<file path="src/sv/mbe_pkg.sv">
// ----------------------------------------------------------------------------
// mbe_pkg
// Types, widths and helpers for the escape-time block.
// ----------------------------------------------------------------------------
package mbe_pkg;

    localparam int PIX_W       = 12;
    localparam int DIM_W       = 13;
    localparam int LIMIT_W     = 16;
    localparam int FRAC_BITS   = 28;
    localparam int COORD_W     = 32;
    localparam int PROD_W      = 2 * COORD_W;
    localparam int DIVIDEND_W  = PIX_W + FRAC_BITS + 1;
    localparam int WIDE_W      = DIVIDEND_W + 1;
    localparam int QUEUE_DEPTH = 2;
    localparam int QPTR_W      = $clog2(QUEUE_DEPTH);
    localparam int QCNT_W      = $clog2(QUEUE_DEPTH + 1);
    localparam int ADDR_W      = 4;
    localparam int DATA_W      = 32;

    localparam logic [1:0] REG_HEIGHT = 2'd0;
    localparam logic [1:0] REG_WIDTH  = 2'd1;
    localparam logic [1:0] REG_LIMIT  = 2'd2;

    localparam logic [DIM_W-1:0]   HEIGHT_RESET = DIM_W'(64);
    localparam logic [DIM_W-1:0]   WIDTH_RESET  = DIM_W'(64);
    localparam logic [LIMIT_W-1:0] LIMIT_RESET  = LIMIT_W'(256);

    // real axis starts at -1.5, imaginary at -1.0
    localparam logic signed [WIDE_W-1:0] RE_OFFSET = WIDE_W'(64'd3 << (FRAC_BITS - 1));
    localparam logic signed [WIDE_W-1:0] IM_OFFSET = WIDE_W'(64'd1 << FRAC_BITS);

    localparam logic signed [WIDE_W-1:0] WIDE_MAX =
        {{(WIDE_W - COORD_W + 1){1'b0}}, {(COORD_W - 1){1'b1}}};
    localparam logic signed [WIDE_W-1:0] WIDE_MIN = ~WIDE_MAX;

    // |z|^2 >= 4 in Q8.56
    localparam logic [PROD_W-1:0] ESCAPE_BOUND = PROD_W'(64'd1 << (2 * FRAC_BITS + 2));

    typedef logic signed [COORD_W-1:0] coord_t;

    typedef struct packed {
        coord_t re;
        coord_t im;
    } point_t;

    typedef struct packed {
        logic [DIM_W-1:0]   height;
        logic [DIM_W-1:0]   width;
        logic [LIMIT_W-1:0] limit;
    } cfg_t;

    typedef struct packed {
        logic full;
        logic empty;
    } q_status_t;

    function automatic coord_t sat_coord(input logic signed [WIDE_W-1:0] x);
        coord_t r;
        if (x > WIDE_MAX)
        begin
            r = {1'b0, {(COORD_W - 1){1'b1}}};
        end
        else if (x < WIDE_MIN)
        begin
            r = {1'b1, {(COORD_W - 1){1'b0}}};
        end
        else
        begin
            r = x[COORD_W-1:0];
        end
        return r;
    endfunction

endpackage

</file>
<file path="src/sv/mbe_div.sv">
// ----------------------------------------------------------------------------
// mbe_div
// Restoring divider, one quotient bit per cycle.
// ----------------------------------------------------------------------------
module mbe_div (
    input  logic                           clk,
    input  logic                           rst_n,
    input  logic                           start,
    input  logic [mbe_pkg::DIVIDEND_W-1:0] dividend,
    input  logic [mbe_pkg::DIM_W-1:0]      divisor,
    output logic                           done,
    output logic [mbe_pkg::DIVIDEND_W-1:0] quotient
);
    import mbe_pkg::*;

    localparam int CNT_W = $clog2(DIVIDEND_W + 1);

    logic [DIVIDEND_W-1:0] dvd_reg, dvd_next;
    logic [DIM_W-1:0]      dsr_reg;
    logic [DIM_W-1:0]      rem_reg, rem_next;
    logic [CNT_W-1:0]      cnt_reg, cnt_next;
    logic                  done_reg, done_next;
    logic [DIM_W:0]        rem_sh;
    logic [DIM_W:0]        rem_sub;
    logic                  ge;

    always_comb
    begin
        rem_sh    = {rem_reg, dvd_reg[DIVIDEND_W-1]};
        ge        = rem_sh >= {1'b0, dsr_reg};
        rem_sub   = rem_sh - {1'b0, dsr_reg};
        rem_next  = rem_reg;
        dvd_next  = dvd_reg;
        cnt_next  = cnt_reg;
        done_next = 1'b0;
        if (start)
        begin
            rem_next = '0;
            dvd_next = dividend;
            cnt_next = CNT_W'(DIVIDEND_W);
        end
        else if (cnt_reg != '0)
        begin
            rem_next  = ge ? rem_sub[DIM_W-1:0] : rem_sh[DIM_W-1:0];
            dvd_next  = {dvd_reg[DIVIDEND_W-2:0], ge};
            cnt_next  = cnt_reg - CNT_W'(1);
            done_next = (cnt_reg == CNT_W'(1));
        end
    end

    always_ff @(posedge clk or negedge rst_n)
    begin
        if (!rst_n)
        begin
            cnt_reg  <= '0;
            done_reg <= 1'b0;
        end
        else
        begin
            cnt_reg  <= cnt_next;
            done_reg <= done_next;
        end
    end

    always_ff @(posedge clk)
    begin
        rem_reg <= rem_next;
        dvd_reg <= dvd_next;
        if (start)
        begin
            dsr_reg <= divisor;
        end
    end

    assign done     = done_reg;
    assign quotient = dvd_reg;

endmodule

</file>
<file path="src/sv/mbe_front.sv">
// ----------------------------------------------------------------------------
// mbe_front
// Takes a pixel and maps it to a point c in Q4.28, then queues it.
// ----------------------------------------------------------------------------
module mbe_front #(
    parameter int MAX_DIMENSION = 4096
) (
    input  logic                      clk,
    input  logic                      rst_n,
    input  logic                      start,
    input  logic [mbe_pkg::PIX_W-1:0] pixel_row,
    input  logic [mbe_pkg::PIX_W-1:0] pixel_column,
    input  mbe_pkg::cfg_t             cfg,
    input  logic                      q_full,
    output logic                      busy,
    output logic                      push,
    output mbe_pkg::point_t           point
);
    import mbe_pkg::*;

    typedef enum logic [2:0] {
        F_IDLE = 3'b001,
        F_DIV  = 3'b010,
        F_PUSH = 3'b100
    } front_state_t;

    front_state_t state_reg, state_next;
    point_t       point_reg;
    logic         accept;
    logic         re_done, im_done;
    logic [DIVIDEND_W-1:0] re_q, im_q;
    logic [DIM_W-1:0]      width_c, height_c;

    function automatic logic [DIM_W-1:0] clamp_dim(input logic [DIM_W-1:0] d);
        logic [DIM_W-1:0] r;
        if (d == '0)
        begin
            r = DIM_W'(1);
        end
        else if (32'(d) > MAX_DIMENSION)
        begin
            r = DIM_W'(MAX_DIMENSION);
        end
        else
        begin
            r = d;
        end
        return r;
    endfunction

    assign accept   = start && (state_reg == F_IDLE);
    assign width_c  = clamp_dim(cfg.width);
    assign height_c = clamp_dim(cfg.height);

    mbe_div u_div_re (
        .clk      (clk),
        .rst_n    (rst_n),
        .start    (accept),
        .dividend ({pixel_column, {(FRAC_BITS + 1){1'b0}}}),
        .divisor  (width_c),
        .done     (re_done),
        .quotient (re_q)
    );

    mbe_div u_div_im (
        .clk      (clk),
        .rst_n    (rst_n),
        .start    (accept),
        .dividend ({pixel_row, {(FRAC_BITS + 1){1'b0}}}),
        .divisor  (height_c),
        .done     (im_done),
        .quotient (im_q)
    );

    always_comb
    begin
        state_next = state_reg;
        unique case (state_reg)
            F_IDLE:
            begin
                if (start)
                begin
                    state_next = F_DIV;
                end
            end
            F_DIV:
            begin
                if (re_done && im_done)
                begin
                    state_next = F_PUSH;
                end
            end
            F_PUSH:
            begin
                if (!q_full)
                begin
                    state_next = F_IDLE;
                end
            end
            default:
            begin
                state_next = F_IDLE;
            end
        endcase
    end

    always_ff @(posedge clk or negedge rst_n)
    begin
        if (!rst_n)
        begin
            state_reg <= F_IDLE;
        end
        else
        begin
            state_reg <= state_next;
        end
    end

    always_ff @(posedge clk)
    begin
        if (state_reg == F_DIV && re_done && im_done)
        begin
            point_reg.re <= sat_coord($signed({1'b0, re_q}) - RE_OFFSET);
            point_reg.im <= sat_coord($signed({1'b0, im_q}) - IM_OFFSET);
        end
    end

    assign busy  = (state_reg != F_IDLE);
    assign push  = (state_reg == F_PUSH) && !q_full;
    assign point = point_reg;

endmodule

</file>
<file path="config.mk">
export PLATFORM = sky130hd
export DESIGN_NAME = mbe_front
export DESIGN_NICKNAME = d
export VERILOG_FILES = /design/src/sv/mbe_pkg.sv /design/src/sv/mbe_div.sv /design/src/sv/mbe_front.sv
export SDC_FILE = /design/constraint.sdc
export NUM_CORES = 1
export LEC_CHECK = 0
export BUFFER_PORTS_ARGS = -buffer_cell sky130_fd_sc_hd__buf_2
export CORE_MARGIN = 1.5
export CORE_UTILIZATION = 46
export DETAILED_ROUTE_END_ITERATION = 10
export PLACE_DENSITY = 0.67
export SYNTH_ARGS = -nofsm -noshare
export SYNTH_HDL_FRONTEND = slang
export SYNTH_SLANG_ARGS = --single-unit
</file>
<file path="constraint.sdc">
create_clock -name clk -period 7 [get_ports clk]
set_input_delay 1.05 -clock clk [delete_from_list [all_inputs] [get_ports clk]]
set_output_delay 1.05 -clock clk [all_outputs]
set_load 0.03 [all_outputs]
</file>
# Word-level counts from Yosys, hierarchy flattened
# Index checks and enable logic that the tools add are counted.
[classes]
add_sub_neg = 6
multipliers = 0
div_mod_pow = 0
magnitude_cmp = 8
eq_ne = 9
n_shift = 0
muxes = 22
n_bitwise = 0
n_reduce_logical = 15
[op_table]
columns = ["cell", "count"]
rows = [
  ["$mux 41", 4],
  ["$gt 42x32->1 const B", 2],
  ["$lt 42x32->1 const B", 2],
  ["$sub 41x29->42 const B", 2],
  ["$mux 32", 2],
  ["$mux 13", 4],
  ["$ge 14x13->1", 2],
  ["$gt 13x13->1 const B", 2],
  ["$logic_not 13->1", 2],
  ["$sub 13x13->13", 2],
  ["$mux 6", 4],
  ["$eq 6x1->1 const B", 2],
  ["$reduce_bool 6->1", 2],
  ["$sub 6x1->6 const B", 2],
  ["$mux 3", 3],
  ["$pmux 3 s3", 1],
  ["$ne 2x2->1 const B", 3],
  ["$logic_and 1x1->1", 5],
  ["$mux 1", 4],
  ["$reduce_bool 2->1", 2],
  ["$reduce_or 2->1", 2],
  ["$eq 3x1->1 const B", 1],
  ["$eq 3x2->1 const B", 1],
  ["$eq 3x3->1 const B", 1],
  ["other kinds (3)", 3],
]
[totals]
reg_bits = 215
latch_bits = 0
ramBits = 0
rom_bits = 0
input_bits = 70
out_inout_bits = 66
n_memories = 0

# Longest topological paths before layout
[logic_depth]
depth_word = 3
ltp_mapped = 12

# By module
# A second synthesis with hierarchy kept.
[hier_totals]
cells_unflattened = 913
hier_area_um2 = 11114.4
[modules_own_cells]
columns = ["module", "n_inst", "cells_each", "area_per_inst_um2"]
rows = [
  ["mbe_div", 2, 302, 3717.3],
  ["mbe_front", 1, 309, 3679.8],
]

# Least setup slack after synthesis
# Ideal clock, no wire load.
[synth_timing]
path_kind = "reg-to-reg"
startpoint = "reg state_reg[0]"
endpoint = "reg point_reg (netlist bit point[0]) (enable)"
setup_time_ps = 565
t_arrival_ps = 4919
path_slack_ps = 1516
stages_incl_launch_ff = 3
n_path_buf = 0
synth_period_minus_slack_ps = 5484
cell_sequence = "dfstp_2 nand2b_1 nor3_1"
[synth_between]
elab_chain_cells = 3
[synth_rtl]
columns = ["element", "line", "source"]
rows = [
  ["from (decl)", "mbe_front.sv:27", "front_state_t state_reg, state_next;"],
  ["from (signal assigned)", "mbe_front.sv:115", "state_reg <= state_next;"],
  ["$eq 3x2->1", "mbe_front.sv:121", "if (state_reg == F_DIV && re_done && im_done)"],
  ["$logic_and 1x1->1 (2 in series)", "mbe_front.sv:121", ""],
  ["to (decl)", "mbe_front.sv:28", "point_t point_reg;"],
]
# Every way passes these cells.
# A chain may end at the register's enable or synchronous reset.

# Final worst setup path
[layout_timing]
startpoint = "in start"
endpoint = "reg u_div_im.rem_reg[8]"
[layout_between]
elab_chain_cells = 1
[layout_rtl]
columns = ["element", "line", "source"]
rows = [
  ["from (decl)", "mbe_front.sv:10", "input logic start,"],
  ["$logic_and 1x1->1", "mbe_front.sv:51", "assign accept = start && (state_reg == F_IDLE);"],
  ["to (signal assigned)", "mbe_div.sv:67", "rem_reg <= rem_next;"],
  ["to (decl)", "mbe_div.sv:20", "logic [DIM_W-1:0] rem_reg, rem_next;"],
]
# Every way passes these cells.

==> metrics <==
status finished, violations left; Final TNS setup 0 ps; IO buf count 119; critical path startpoint category primary input; final wirelength a little over 20000 µm; nets@finish 1262; worst min-delay path category in2async; io pins between 100 and 150; r2r endpoint u_div_im.rem_reg[8]$_SDFFE_PP0N_; RSZ-0062 raised after global routing no; vias per cell roughly 5.3; leading area contributor after synthesis edfxtp_1; DRC 17; synthesis-stage register bit count approximately 220; FF-to-FF setup slack 3720 ps; RD Place Congestion ~0.85; Worst setup EP type flop; vias in the first global route 6999; post-DP HPWL approximately 13000 µm; Peak VDD IR roughly 0.00018 V; Antenna Violating Nets Remaining 0; worst setup margin between 3000 and 4000 ps; dpl cells around 1400; Final Max Tran Viols 0; Yosys top cell area share 0.331; detailed-router iteration count before antenna repair 8; M1 WL between 10000 and 15000 µm; full die area between 20000 and 25000 µm²; drt wl/cell between 10 and 15 µm; hold_buf cts 0; Clk Latency, worst-skew pair ~520 ps; post-CTS setup repair buffer count 0; Cell Area, Synth around 10000 µm²; pin count of the biggest net entering global routing between 70 and 80; worst flop-to-flop path startpoint state_reg[0]$_DFFE_PN1P_; Post-synth EDFFs around 110; share of cells above drive strength 1 0.156; Die X about 150 µm; post-route clock skew between 10 and 15 ps; number of DRC markers in iteration 0 544; Clock Tree Buf Depth 3; initial antenna violation count 0; wire length on met3 roughly 930 µm; CTS tree yes; grt ovf 0; Req. time, crit path roughly 7400 ps; chip height between 150 and 200 µm; CTS H-Tree Depth 1; Worst slew margin 0.197; final worst path period share 0.477; Syn Nets ~1200; Area Growth Syn to Fin 14.6%; failing checks DRC; CP Class in2reg; prevailing post-synth register cell edfxtp_1; Vias about 7700; cts bufs inserted 24; Max-cap violations 0; Fmax 299 MHz; Worst Tran Pin Value around 1200 ps; Global Route Usage Sum 0.175; max reg flops between 60 and 70; Rows 54; CTS sink cnt around 220; Fin. Hold Viols 0; first-pass GRT wire length around 35000 µm; PwrDens slightly above 400 nW/µm²; Async SR Flop Fraction 0.0791; initial core utilization 0.471; worst-path fanout max 75; WP data arrival ~3700 ps; Warnings, synthesis 0; metal2 WL 9080 µm; root cell of the clock tree clkbuf_16; Pleak ~4.7 nW; final setup vio count 0; core box area ~22000 µm²; post-CTS sizing 0; largest cells by area after synthesis edfxtp_1, dfxtp_1, nand2_1; Unique masters post-synth 74; syn_area_per_cell ~9.7 µm²; r2r worst-path depth 7; Finished Layout Cells 1456; Worst-path clk slew roughly 60 ps; minimum clock period after layout around 3300 ps; Place WS 3150 ps; sequential fraction of the synthesis area 0.535; max layer used met4; Gate Count Post-Synth 1064; Antenna diodes 0; # fillers about 2000
-- cell type report --
class                           instances  area (µm²)  area share
Timing Repair Buffer                  127         656      0.0553
Clock buffer                           34         678      0.0572
Multi-Input combinational cell        747        4380       0.370
Tap cell                              280         350      0.0296
Clock inverter                         10        85.1     0.00718
Sequential cell                       215        5530       0.467
Inverter                               43         164      0.0138
-- worst max path at each step --
stage	slack (ps)	start	end
after floorplan	1520	state_reg[0]$_DFFE_PN1P_	point[0]$_SDFFCE_PN1P_
after global placement	3170	start	u_div_im.rem_reg[8]$_SDFFE_PP0N_
after detailed placement	3150	start	u_div_im.rem_reg[0]$_SDFFE_PP0N_
after CTS	3690	start	u_div_im.rem_reg[8]$_SDFFE_PP0N_
after global routing	3470	start	u_div_im.rem_reg[8]$_SDFFE_PP0N_
final	3660	start	u_div_im.rem_reg[8]$_SDFFE_PP0N_
-- kinds of logic (layout without fill, tap and decap cells) --
group	after synthesis	after routing	synth area share
muxes	9	9	0.00895
adders and majority gates	34	34	0.0426
xor gates and xnor gates	21	21	0.0178
buffers and inverters	102	214	0.0433
DFF	215	215	0.535
AOI/OAI and AO/OA	270	270	0.167
and+or+nand+nor	413	413	0.185
-- worst max-delay path, stage by stage --
cell and delay, ps:
buf_2 90, nand3b_1 130, or2_2 630, inv_4 570, buf_4 720, nor2_1 230
o41ai_1 130, o21ai_1 110
-- placed cells by master (no fill, tap or decap), types with 5 or more instances in the layout --
master     instances
buf_4              8
nand2_1          160
a31oi_1            6
mux2i_1            7
nor2b_1           30
nor3b_1            6
xnor2_1           19
nand4_1            6
nor4_1             9
a22o_1            15
nor3_1            32
a21oi_1          107
nor2_1           102
nand2b_1           7
o21bai_1           6
edfxtp_1         114
ha_1              32
clkinv_2           7
o21a_1            36
o31a_1             5
buf_2            119
inv_1             42
a211oi_1           7
clkbuf_1           6
dfxtp_1           84
dfrtp_1           16
o21ai_0           41
nand3_1           26
clkbuf_16         24
o21ai_1            5
-- synthesized netlist by cell type, types with 3 or more instances --
cell type and number:
a211o_1 4, a211oi_1 7, a21oi_1 107, a22o_1 15, a31oi_1 6, buf_1 4
buf_2 7, buf_6 6, clkbuf_1 41, dfrtp_1 16, dfxtp_1 84, edfxtp_1 114
ha_1 32, inv_1 42, mux2i_1 7, nand2_1 160, nand2b_1 7, nand3_1 27
nand4_1 6, nand4b_1 4, nor2_1 103, nor2b_1 31, nor3_1 34, nor3b_1 6
nor4_1 9, o211ai_1 3, o21a_1 36, o21ai_0 41, o21ai_1 5, o21bai_1 6
o311a_1 3, o31a_1 5, o31ai_1 4, o41ai_1 3, or2_2 3, or3_1 4
or4_1 3, xnor2_1 19
-- metrics by stage --
stage          hold WS [ps]  power, mW  cell area, µm²   util
6_report                444       4.78           11800  0.539
4_1_cts                 443       4.81           11800  0.539
3_5_place_dp            461       3.59           11100  0.505
2_1_floorplan           443       3.25           10300      -
5_1_grt                 461       5.14           11800  0.539
3_3_place_gp            455       3.55           11100  0.505
-- where the power goes --
part	leakage, nW	total (mW)	switching [mW]	internal, mW
registers	1.99	1.87	0.228	1.64
logic	2.30	1.71	0.972	0.738
clock network	0.382	1.21	0.495	0.712
total	4.67	4.78	1.69	3.09
-- routing by layer --
metal / global-route usage / up-vias
li1: - / 3962
met1: 0.255 / 3566
met2: 0.274 / 168
met3: 0.0272 / 24
met4: 0.0420 / 0
met5: 0 / -
Note: power is estimated with default switching activity, not from simulation.
